[src/design/cbd_pkg.sv]
package cbd_pkg;

	// Default sample width
	localparam int SAMPLE_BITS_DEF = 16;

	// Register and field widths
	localparam int BAUD_W    = 22;
	localparam int COUNT_W   = 8;
	localparam int ERR_W     = 16;
	localparam int DIV_W     = 16;
	localparam int CFG_IDX_W = 2;
	localparam int CFG_W     = BAUD_W;
	// baud_rate >> 6 gives the divider's denominator
	localparam int BAUD_SHIFT = 6;
	localparam int DEN_W      = BAUD_W - BAUD_SHIFT;

	// Register reset values
	localparam logic [BAUD_W-1:0]  BAUD_RST    = BAUD_W'(57600);
	localparam logic [COUNT_W-1:0] MATCH_RST   = COUNT_W'(100);
	localparam logic [ERR_W-1:0]   ERR_RST     = ERR_W'(1);
	localparam logic [COUNT_W-1:0] ATTEMPT_RST = COUNT_W'(255);

	// Saturation limit of the sample and stable counters
	localparam logic [COUNT_W-1:0] COUNT_MAX = '1;
	localparam logic [DIV_W-1:0]   DIV_MAX   = '1;

	// Register indexes
	localparam logic [CFG_IDX_W-1:0] REG_BAUD_RATE     = 2'd0;
	localparam logic [CFG_IDX_W-1:0] REG_MATCH_TARGET  = 2'd1;
	localparam logic [CFG_IDX_W-1:0] REG_MAX_ERROR     = 2'd2;
	localparam logic [CFG_IDX_W-1:0] REG_ATTEMPT_LIMIT = 2'd3;

	typedef enum logic [1:0] {
		STATUS_MEASURING = 2'd0,
		STATUS_LOCKED    = 2'd1,
		STATUS_LIMIT     = 2'd2,
		STATUS_IGNORED   = 2'd3
	} cbd_status_t;

	typedef enum logic [2:0] {
		ST_IDLE,
		ST_CHECK,
		ST_DIVIDE,
		ST_SCALE,
		ST_FINISH
	} cbd_state_t;

endpackage

[src/design/clock_calibration_baud_divisor.sv]
// Path from accept to out_valid: a restart or an ignored sample goes straight to FINISH; a
// sample that keeps measuring (or finishes with baud_rate below 64) passes CHECK first; a
// finishing sample passes CHECK, DIVIDE (the one-bit-per-cycle restoring divider) and SCALE.
// Throughput: one word at a time; in_stall is high from accept until the result is loaded
// into the output register, and FINISH waits while out_stall holds a pending result.
// Reset: arst_n resets the sequencer, calibration state, config registers and out_valid at once.
module clock_calibration_baud_divisor #(
	parameter int SAMPLE_BITS = cbd_pkg::SAMPLE_BITS_DEF
) (
	input  logic                          clk,
	input  logic                          arst_n,
	// configuration
	input  logic                          cfg_we,
	input  logic [cbd_pkg::CFG_IDX_W-1:0] cfg_index,
	input  logic [cbd_pkg::CFG_W-1:0]     cfg_data,
	// input channel
	input  logic                          in_valid,
	output logic                          in_stall,
	input  logic                          cmd,
	input  logic [SAMPLE_BITS-1:0]        sample,
	// output channel
	output logic                          out_valid,
	input  logic                          out_stall,
	output logic [1:0]                    status,
	output logic [cbd_pkg::DIV_W-1:0]     divisor,
	output logic                          divisor_underflow,
	output logic [cbd_pkg::COUNT_W-1:0]   stable_seen
);

	localparam int CMP_W = SAMPLE_BITS + cbd_pkg::ERR_W;
	localparam int QX_W  = SAMPLE_BITS + cbd_pkg::DIV_W + 1;
	localparam int CNT_W = $clog2(SAMPLE_BITS);
	localparam logic [CNT_W-1:0] CNT_LAST = CNT_W'(SAMPLE_BITS - 1);

	cbd_pkg::cbd_state_t state_q, state_d;

	// configuration registers
	logic [cbd_pkg::BAUD_W-1:0]  baud_q;
	logic [cbd_pkg::COUNT_W-1:0] match_q;
	logic [cbd_pkg::ERR_W-1:0]   max_err_q;
	logic [cbd_pkg::COUNT_W-1:0] attempt_lim_q;

	// calibration state
	logic [cbd_pkg::COUNT_W-1:0] stable_q;
	logic [cbd_pkg::COUNT_W-1:0] attempts_q;
	logic [SAMPLE_BITS-1:0]      low_q;
	logic [SAMPLE_BITS-1:0]      high_q;
	logic [SAMPLE_BITS-1:0]      last_q;
	logic                        finished_q;

	// divider
	logic [cbd_pkg::DEN_W-1:0]   rem_q;
	logic [SAMPLE_BITS-1:0]      quo_q;
	logic [CNT_W-1:0]            cnt_q;

	// pending result
	cbd_pkg::cbd_status_t        res_status_q;
	logic [cbd_pkg::DIV_W-1:0]   res_div_q;
	logic                        res_under_q;

	// output register
	logic                        out_valid_q;
	logic [1:0]                  out_status_q;
	logic [cbd_pkg::DIV_W-1:0]   out_div_q;
	logic                        out_under_q;
	logic [cbd_pkg::COUNT_W-1:0] out_stable_q;

	logic                        in_acc;
	logic                        out_acc;
	logic                        load_out;
	logic [cbd_pkg::DEN_W-1:0]   den;
	logic                        den_zero;
	logic [SAMPLE_BITS-1:0]      spread;
	logic                        in_range;
	logic [cbd_pkg::COUNT_W-1:0] stable_nxt;
	logic                        fin_lock;
	logic                        fin_limit;
	logic [cbd_pkg::DEN_W:0]     shl;
	logic                        ge;
	logic [SAMPLE_BITS-1:0]      qm1;
	logic [QX_W-1:0]             qm1_ext;
	logic                        q_ovf;

	// Decode the handshakes and shared arithmetic
	assign in_acc   = in_valid && !in_stall;
	assign out_acc  = out_valid_q && !out_stall;
	assign den      = baud_q[cbd_pkg::BAUD_W-1:cbd_pkg::BAUD_SHIFT];
	assign den_zero = (den == '0);

	// Window spread check and the lock / give-up decision
	assign spread     = high_q - low_q;
	assign in_range   = (high_q >= low_q) && (CMP_W'(spread) <= CMP_W'(max_err_q));
	assign stable_nxt = !in_range ? '0 :
		(stable_q < cbd_pkg::COUNT_MAX) ? stable_q + 1'b1 : stable_q;
	assign fin_lock   = (stable_nxt >= match_q);
	assign fin_limit  = (attempts_q >= attempt_lim_q);

	// Restoring divider step: one quotient bit a cycle
	assign shl = {rem_q, quo_q[SAMPLE_BITS-1]};
	assign ge  = (shl >= {1'b0, den});

	// Quotient minus one, saturated to the divisor width
	assign qm1     = quo_q - 1'b1;
	assign qm1_ext = QX_W'(qm1);
	assign q_ovf   = |(qm1_ext >> cbd_pkg::DIV_W);

	// Next state
	always_comb begin
		state_d = state_q;
		unique case (state_q)
			cbd_pkg::ST_IDLE: begin
				if (in_acc) begin
					if (cmd || finished_q)
						state_d = cbd_pkg::ST_FINISH;
					else
						state_d = cbd_pkg::ST_CHECK;
				end
			end
			cbd_pkg::ST_CHECK: begin
				if ((fin_lock || fin_limit) && !den_zero)
					state_d = cbd_pkg::ST_DIVIDE;
				else
					state_d = cbd_pkg::ST_FINISH;
			end
			cbd_pkg::ST_DIVIDE: begin
				if (cnt_q == CNT_LAST)
					state_d = cbd_pkg::ST_SCALE;
			end
			cbd_pkg::ST_SCALE: begin
				state_d = cbd_pkg::ST_FINISH;
			end
			cbd_pkg::ST_FINISH: begin
				if (!out_valid_q || !out_stall)
					state_d = cbd_pkg::ST_IDLE;
			end
			default: state_d = cbd_pkg::ST_IDLE;
		endcase
	end

	// Sequencer outputs
	always_comb begin
		in_stall = 1'b1;
		load_out = 1'b0;
		unique case (state_q)
			cbd_pkg::ST_IDLE:   in_stall = 1'b0;
			cbd_pkg::ST_FINISH: load_out = !out_valid_q || !out_stall;
			default: begin
				in_stall = 1'b1;
				load_out = 1'b0;
			end
		endcase
	end

	always_ff @(posedge clk or negedge arst_n) begin
		if (!arst_n)
			state_q <= cbd_pkg::ST_IDLE;
		else
			state_q <= state_d;
	end

	// Configuration writes
	always_ff @(posedge clk or negedge arst_n) begin
		if (!arst_n) begin
			baud_q        <= cbd_pkg::BAUD_RST;
			match_q       <= cbd_pkg::MATCH_RST;
			max_err_q     <= cbd_pkg::ERR_RST;
			attempt_lim_q <= cbd_pkg::ATTEMPT_RST;
		end else if (cfg_we) begin
			unique case (cfg_index)
				cbd_pkg::REG_BAUD_RATE:     baud_q        <= cfg_data;
				cbd_pkg::REG_MATCH_TARGET:  match_q       <= cfg_data[cbd_pkg::COUNT_W-1:0];
				cbd_pkg::REG_MAX_ERROR:     max_err_q     <= cfg_data[cbd_pkg::ERR_W-1:0];
				cbd_pkg::REG_ATTEMPT_LIMIT: attempt_lim_q <= cfg_data[cbd_pkg::COUNT_W-1:0];
				default: ;
			endcase
		end
	end

	// Calibration state: restart on a command, or take a sample, then check the window
	always_ff @(posedge clk or negedge arst_n) begin
		if (!arst_n) begin
			stable_q   <= '0;
			attempts_q <= '0;
			low_q      <= '1;
			high_q     <= '0;
			last_q     <= '0;
			finished_q <= 1'b0;
		end else if (state_q == cbd_pkg::ST_IDLE && in_acc) begin
			if (cmd) begin
				stable_q   <= '0;
				attempts_q <= '0;
				low_q      <= '1;
				high_q     <= '0;
				last_q     <= '0;
				finished_q <= 1'b0;
			end else if (!finished_q) begin
				last_q <= sample;
				if (sample < low_q)
					low_q <= sample;
				if (sample > high_q)
					high_q <= sample;
				if (attempts_q < cbd_pkg::COUNT_MAX)
					attempts_q <= attempts_q + 1'b1;
			end
		end else if (state_q == cbd_pkg::ST_CHECK) begin
			stable_q <= stable_nxt;
			if (!in_range) begin
				low_q  <= '1;
				high_q <= '0;
			end
			if (fin_lock || fin_limit)
				finished_q <= 1'b1;
		end
	end

	// Result fields and the divider
	always_ff @(posedge clk) begin
		unique case (state_q)
			cbd_pkg::ST_IDLE: begin
				res_status_q <= cbd_pkg::STATUS_IGNORED;
				res_div_q    <= '0;
				res_under_q  <= 1'b0;
			end
			cbd_pkg::ST_CHECK: begin
				res_under_q <= 1'b0;
				if (fin_lock)
					res_status_q <= cbd_pkg::STATUS_LOCKED;
				else if (fin_limit)
					res_status_q <= cbd_pkg::STATUS_LIMIT;
				else
					res_status_q <= cbd_pkg::STATUS_MEASURING;
				res_div_q <= ((fin_lock || fin_limit) && den_zero) ? cbd_pkg::DIV_MAX : '0;
				rem_q <= '0;
				quo_q <= last_q;
				cnt_q <= '0;
			end
			cbd_pkg::ST_DIVIDE: begin
				rem_q <= ge ? cbd_pkg::DEN_W'(shl - {1'b0, den}) : shl[cbd_pkg::DEN_W-1:0];
				quo_q <= {quo_q[SAMPLE_BITS-2:0], ge};
				cnt_q <= cnt_q + 1'b1;
			end
			cbd_pkg::ST_SCALE: begin
				if (quo_q == '0) begin
					res_div_q   <= '0;
					res_under_q <= 1'b1;
				end else if (q_ovf) begin
					res_div_q <= cbd_pkg::DIV_MAX;
				end else begin
					res_div_q <= qm1_ext[cbd_pkg::DIV_W-1:0];
				end
			end
			default: ;
		endcase
	end

	// Output register: load the result, drop valid once taken
	always_ff @(posedge clk or negedge arst_n) begin
		if (!arst_n)
			out_valid_q <= 1'b0;
		else if (load_out)
			out_valid_q <= 1'b1;
		else if (out_acc)
			out_valid_q <= 1'b0;
	end

	always_ff @(posedge clk) begin
		if (load_out) begin
			out_status_q <= res_status_q;
			out_div_q    <= res_div_q;
			out_under_q  <= res_under_q;
			out_stable_q <= stable_q;
		end
	end

	assign out_valid         = out_valid_q;
	assign status            = out_status_q;
	assign divisor           = out_div_q;
	assign divisor_underflow = out_under_q;
	assign stable_seen       = out_stable_q;

`ifndef SYNTHESIS
	// A result that does not finish calibration carries no divisor
	assert property (@(posedge clk) disable iff (!arst_n)
		out_valid_q && (out_status_q == cbd_pkg::STATUS_MEASURING ||
			out_status_q == cbd_pkg::STATUS_IGNORED) |-> out_div_q == '0 && !out_under_q)
		else $error("divisor set on a non-finishing result");

	// Saturation to zero is the only source of the underflow flag
	assert property (@(posedge clk) disable iff (!arst_n)
		out_valid_q && out_under_q |-> out_div_q == '0)
		else $error("underflow flagged with a nonzero divisor");

	// Calibration finishes only out of the window check
	assert property (@(posedge clk) disable iff (!arst_n)
		$rose(finished_q) |-> $past(state_q) == cbd_pkg::ST_CHECK)
		else $error("finished set outside the window check");

	// The divider never runs on a zero denominator
	assert property (@(posedge clk) disable iff (!arst_n)
		state_q == cbd_pkg::ST_DIVIDE |-> !den_zero)
		else $error("divider running with zero denominator");
`endif

endmodule
[config.mk]
export PLATFORM = sky130hd
export DESIGN_NAME = clock_calibration_baud_divisor
export DESIGN_NICKNAME = d
export VERILOG_FILES = /design/src/design/cbd_pkg.sv /design/src/design/clock_calibration_baud_divisor.sv
export SDC_FILE = /design/constraint.sdc
export NUM_CORES = 1
export LEC_CHECK = 0
export BUFFER_PORTS_ARGS = -buffer_cell sky130_fd_sc_hd__buf_4
export CAP_MARGIN = 20
export CORE_MARGIN = 4
export CORE_UTILIZATION = 35
export DETAILED_ROUTE_END_ITERATION = 8
export PLACE_DENSITY = 0.6
export SYNTH_ARGS = -nofsm -noshare
export SYNTH_HDL_FRONTEND = slang
export SYNTH_SLANG_ARGS = --single-unit
[constraint.sdc]
create_clock -name clk -period 6 [get_ports clk]
set_input_delay 0.6 -clock clk [delete_from_list [all_inputs] [get_ports clk]]
set_output_delay 0.6 -clock clk [all_outputs]
set_load 0.02 [all_outputs]
Word-level counts from Yosys, hierarchy flattened

Cells that the tools add are included.

Input port bits: 46
Register bits after elaboration: 205
Logic and storage cells: 140

Reductions and logical operators: 37
$add $sub $neg: 6
Eq/ne operators: 18
Muxes and demuxes: 48
$lt $le $gt $ge: 9

Operators by type and width:

| cell                    | number |
|---|---|
| $mux W16                | 17 |
| $mux W8                 | 8 |
| $pmux W16 S2            | 2 |
| $pmux W16 S3            | 1 |
| $logic_not A16 Y1       | 2 |
| $sub A16 B16 Y16        | 2 |
| $ge A17 B16 Y1          | 1 |
| $add A8 B1 Y8 const B   | 2 |
| $ge A16 B16 Y1          | 1 |
| $ge A8 B8 Y1            | 2 |
| $gt A16 B16 Y1          | 1 |
| $le A16 B16 Y1          | 1 |
| $lt A16 B16 Y1          | 1 |
| $lt A8 B8 Y1 const B    | 2 |
| $sub A16 B1 Y16 const B | 1 |
| $mux W3                 | 5 |
| $pmux W3 S5             | 1 |
| $reduce_and A2 Y1       | 7 |
| $reduce_bool A2 Y1      | 7 |
| $ne A2 B2 Y1 const B    | 6 |
| $mux W1                 | 9 |
| $reduce_and A3 Y1       | 3 |
| $pmux W4 S2             | 1 |
| $reduce_and A4 Y1       | 2 |
| other kinds (20)        | 33 |

Longest topological paths before layout

Depth in word-level cells: 9
Gate-level depth with buffers: 28

Least setup slack after synthesis

OpenSTA, ideal clock, no wires.

Kind: register to register
Start: register low_q[5]
End: register res_div_q[10] (netlist name) (data pin)
Stages on the path, launching flop included: 28
Period minus slack after synthesis: 5.484 ns
Arrival time: 5.216 ns
Library setup time: 0.268 ns
Path buffers: 4
Setup slack: 0.516 ns
Cells stage by stage: dfstp_2 inv_1 ha_1 buf_4 a21oi_2 a21boi_1 o31ai_1 nand3_1 a31o_2 a21oi_1 xnor2_1 ha_1 nand4_1 a2111o_1 o211a_1 o22ai_1 buf_6 buf_2 nand2b_1 ha_1 nand2b_1 a21o_1 a21oi_1 o21ai_1 a221o_1 o21ai_1 clkbuf_1 o21ai_1

Cells in the longest elaborated chain, start to end: 9
Elaborated cells on any way between the ends: 10

Ends and longest elaborated chain:

| what                    | RTL line                              | source |
|---|---|---|
| from (decl)             | clock_calibration_baud_divisor.sv:46  | `logic [SAMPLE_BITS-1:0] low_q;` |
| from (signal assigned)  | clock_calibration_baud_divisor.sv:199 | `low_q <= sample;` |
| $sub A16 B16 Y16        | clock_calibration_baud_divisor.sv:91  | `assign spread = high_q - low_q;` |
| $le A16 B16 Y1          | clock_calibration_baud_divisor.sv:92  | `assign in_range = (high_q >= low_q) && (CMP_W'(spread) <= CMP_W'(max_err_q));` |
| $logic_and A1 B1 Y1 (*) | clock_calibration_baud_divisor.sv:92  |  |
| $mux W8 (*)             | clock_calibration_baud_divisor.sv:93  | `assign stable_nxt = !in_range ? '0 :` |
| $ge A8 B8 Y1 (*)        | clock_calibration_baud_divisor.sv:95  | `assign fin_lock = (stable_nxt >= match_q);` |
| $logic_or A1 B1 Y1 (*)  | clock_calibration_baud_divisor.sv:232 | `res_div_q <= ((fin_lock \|\| fin_limit) && den_zero) ? cbd_pkg::DIV_MAX : '0;` |
| $logic_and A1 B1 Y1 (*) | clock_calibration_baud_divisor.sv:232 |  |
| $mux W16 (*)            | clock_calibration_baud_divisor.sv:232 |  |
| $pmux W16 S3 (*)        | clock_calibration_baud_divisor.sv:218 | `unique case (state_q)` |
| to (signal assigned)    | clock_calibration_baud_divisor.sv:232 |  |
| to (signal assigned)    | clock_calibration_baud_divisor.sv:247 | `res_div_q <= cbd_pkg::DIV_MAX;` |
| to (signal assigned)    | clock_calibration_baud_divisor.sv:249 | `res_div_q <= qm1_ext[cbd_pkg::DIV_W-1:0];` |
| to (decl)               | clock_calibration_baud_divisor.sv:58  | `logic [cbd_pkg::DIV_W-1:0] res_div_q;` |

Every way passes the cells marked *; elsewhere a longest branch is shown, timed or not.
A chain may end at the register's enable or synchronous reset.

Final worst setup path

Start: register low_q[5]
End: register res_div_q[5] (netlist name) (data pin)

The elaborated chain is that of the path after synthesis.

==> reports/summary.txt <==
Max-slew headroom: 44.48%
Final setup viols: 0
Ant. Diodes: 0
fmax: 0.1803 GHz
Post-DP HPWL: 20.72 mm
full die area: 0.03591 mm^2
Net Count, Synth: 1,266
slowest stage cell on the critical path: dfstp_2
Reg2Reg Depth: 24
ratio of cells with drive above 1 in the final layout: 17.30%
Root Buffer: clkbuf_16
via count: 8,363
cell area after synthesis: 0.01153 mm^2
H-tree levels: 4
Yosys reg bits: 199
non-filler instance count after layout: 1,644
cell taking the most area after synthesis: edfxtp_1
critical path depth in cells: 24
Residual DRC: 0
Ys Warns: 0
Worst Clk Skew: 0.01588 ns
Crit path required time: 6.19 ns
Max clock buf depth: 2
CTS Hold Bufs: 0
drt wl/cell: 16.70 um
final critical-path required period: 5.545 ns
fin. max-slew vios: 0
initial antenna violation count: 0
Leakage: 5.775 nW
final worst slack: 0.4548 ns
Largest delay share family, worst path: compound AO/OA/AOI/OAI gates
CP Buf/Inv Count: 2
post-route ant nets: 0
internal power: 3.230 mW
Die Y: 189.5 um
vias in the first global route: 8,328
Die Wd: 189.5 um
RSZ-0062 raised after global routing: false
Primary FF master, synth: dfrtp_1
status: finished, final reports clean
TNS Setup: 0 ns
Synth Instances: 1,119
Max-Cap Viols: 0
worst slack, placed: 0.5181 ns
Setup crit end kind: register
pwr/cell area: 389.9 mW/mm^2
Area growth, synth to finish: 14.32%
Worst Tran Pin Value: 0.8298 ns
Via density: 5.087
Rows: 66
Num CTS Buffers: 17
Nets: 1,336
Comb power frac: 37.1%
Seq pwr share: 39.7%
crit path DAT: 5.74 ns
Pre-antenna DRT Iters: 7
crit path kind: reg -> reg
Num Clock Sinks: 199
register area share after synthesis: 47.09%
top cells by area, synth: edfxtp_1, dfrtp_1, ha_1, dfstp_2, nand2_1
Core ar.: 0.03254 mm^2
Distinct cells, synth: 79
number of filler cells placed in the layout: 3,197
number of flops mapped to enable cells by yosys: 82
IO Pins: 75
asr flop ratio synth: 58.79%
first-pass GRT wire length: 45.17 mm
final wirelength: 27.45 mm
R2R Setup Slk: 0.45 ns
clock power share: 23.2%
syn_area_per_cell: 10.30 um^2
Final Hold Vio Count: 0
effective utilization at floorplan: 35.44%
total track usage: 15.66%
Skew-Pair Late Insertion Delay: 0.45 ns
crit share post-route: 92.42%
placed insts: 1,611
Worst-path clk slew: 0.08 ns
gr ovfl total: 0
top cell type's share of synthesized area: 21.35%
IO buf count: 74
Worst VDD drop: 234.6 uV
post-CTS setup buffer count: 0
post_cts resized: 0
crit start category: register
switching portion of total power: 37.16%
CP peak stage delay: 0.53 ns
cells along the critical path: inv_1 -> ha_1 -> a21oi_2 -> a21boi_1 -> o31ai_1 -> nand3_1 -> a31o_2 -> a21oi_1 -> xnor2_1 -> ha_1 -> nand4_1 -> a2111o_1 -> o211a_1 -> o22ai_2 -> nand2b_1 -> ha_1 -> nand2b_1 -> a21o_1 -> a21oi_1 -> o21ai_1 -> a221o_1 -> o21ai_1 -> buf_4 -> o21ai_1
CTS tree: built
GPL Wtd Cong: 0.8696
Hold WC Path Type: in -> async
P_sw: 1.910 mW
Max FO, Critical Path: 16
largest net degree at the start of global routing: 60
DR iter-0 viols: 495
cells in the final DEF (no fill, tap or decap), types with 4 or more instances in the layout:
| cell type | netlist | layout |
|---|---|---|
| nor4_1 | 12 | 12 |
| clkinv_8 | 0 | 5 |
| inv_1 | 97 | 97 |
| a22o_1 | 16 | 16 |
| dfrtp_1 | 85 | 85 |
| ha_1 | 99 | 99 |
| mux2i_1 | 8 | 8 |
| and2_1 | 5 | 5 |
| nor2b_1 | 11 | 11 |
| o31a_1 | 4 | 4 |
| nand3_1 | 31 | 31 |
| and3_1 | 25 | 25 |
| mux2_2 | 34 | 34 |
| o22a_1 | 16 | 16 |
| o211ai_1 | 6 | 6 |
| nand2_1 | 129 | 129 |
| edfxtp_1 | 82 | 82 |
| xor2_1 | 14 | 14 |
| o21a_1 | 8 | 8 |
| o21ai_0 | 60 | 60 |
| a21oi_1 | 61 | 60 |
| xnor2_1 | 33 | 33 |
| nand4_1 | 17 | 17 |
| nand2b_1 | 13 | 13 |
| nor2_1 | 63 | 63 |
| o32ai_1 | 5 | 5 |
| clkbuf_16 | 0 | 17 |
| inv_8 | 0 | 5 |
| a21o_1 | 17 | 17 |
| o21ai_1 | 21 | 21 |
| buf_4 | 2 | 81 |
| dfstp_2 | 32 | 32 |
| nor3_1 | 12 | 12 |
synthesized netlist by cell type (4+ instances only):
library cell / number
buf_2: 6
a21oi_1: 61
mux2i_1: 8
a21o_1: 17
nor4_1: 12
ha_1: 99
o31a_1: 4
o21a_1: 8
nand3_1: 31
edfxtp_1: 82
and3_1: 25
o22a_1: 16
dfstp_2: 32
xnor2_1: 33
a22o_1: 16
xor2_1: 14
o22ai_1: 4
o21ai_1: 21
o32ai_1: 5
nor2_1: 63
dfrtp_1: 85
o21ai_0: 60
nor3_1: 12
o211ai_1: 6
nand4_1: 17
nor2b_1: 11
clkbuf_1: 19
nand2b_1: 13
inv_1: 97
nand2_1: 129
mux2_2: 34
and2_1: 5
buf_6: 4
area by class of cell:
type	instances	area, um^2	area share [%]
Clock inverter	15	200.2	1.519
Timing Repair Buffer	82	619.3	4.698
Clock buffer	17	425.4	3.227
Tap cell	442	553.0	4.195
Sequential cell	199	5430	41.19
Multi-Input combinational cell	791	5587	42.38
Inverter	98	367.9	2.790
state kept, by name (all words and copies together), names as in the netlist, 2 cells and up:
name	flops
attempt_lim_q	8
stable_q	8
res_div_q	16
quo_q	16
match_q	8
cnt_q	4
res_status_q	2
baud_q	16
status	2
divisor	16
attempts_q	8
low_q	16
high_q	16
last_q	16
state_q	3
max_err_q	16
stable_seen	8
rem_q	16
per-layer routing:
metal  GRT usage [%]  share of wire (%)  vias up
li1                -                  -     4172
met4           3.701                1.1        0
met3           2.636                3.4       21
met2           25.81                 48      151
met5               0                  0        -
met1           21.68                 48     4019
power by group through the flow:
stage / registers (mW) / clock network (mW) / logic, mW
final: 2.04 / 1.19 / 1.91
after global routing: 2.08 / 1.28 / 2.16
after CTS: 2.04 / 1.23 / 1.91
after detailed placement: 2.07 / 0 / 1.90
after global placement: 2.06 / 0 / 1.85
after floorplan: 2.06 / 0 / 1.35
worst reg2reg max path: cells and delay by family, from the launching register on:
family | cells | cell delay, ns
AO/OA/AOI/OAI | 14 | 2.88
XOR/XNOR | 1 | 0.09
adder cells (fa/ha/maj) | 3 | 0.94
buffers and inverters | 2 | 0.27
flip-flops | 1 | 0.53
AND/OR/NAND/NOR | 4 | 0.58
per-stage QoR:
stage          hold slack (ns)  cell area (um^2)  util (%)  power (mW)
2_1_floorplan           0.3044             11530         -       3.417
3_3_place_gp            0.4060             12550     38.56       3.915
4_1_cts                 0.2584             13170     40.48       5.180
6_report                0.2281             13180     40.52       5.140
3_5_place_dp            0.4045             12550     38.56       3.965
5_1_grt                 0.2790             13180     40.52       5.526
cells by family (layout without fill, tap and decap cells):
kind of cell	after synthesis	in the layout	share of synthesized area, %
buffers and inverters	129	212	4.590
AND/OR/NAND/NOR	337	337	14.27
AO/OA/AOI/OAI	264	264	15.38
adder cells (fa/ha/maj)	101	101	11.09
flip-flops	199	199	47.09
XOR/XNOR	47	47	3.570
multiplexers	42	42	4.015
worst paths after layout:
kind,from,to
min,arst_n,high_q[8]
max in group asynchronous,arst_n,max_err_q[6]
max,low_q[5],res_div_q[5]
min in group clk,cfg_data[21],baud_q[21]
min reg2reg,res_div_q[1],divisor[1]
max reg2reg,low_q[5],res_div_q[5]
No activity file was read; power rests on OpenSTA's default activity.
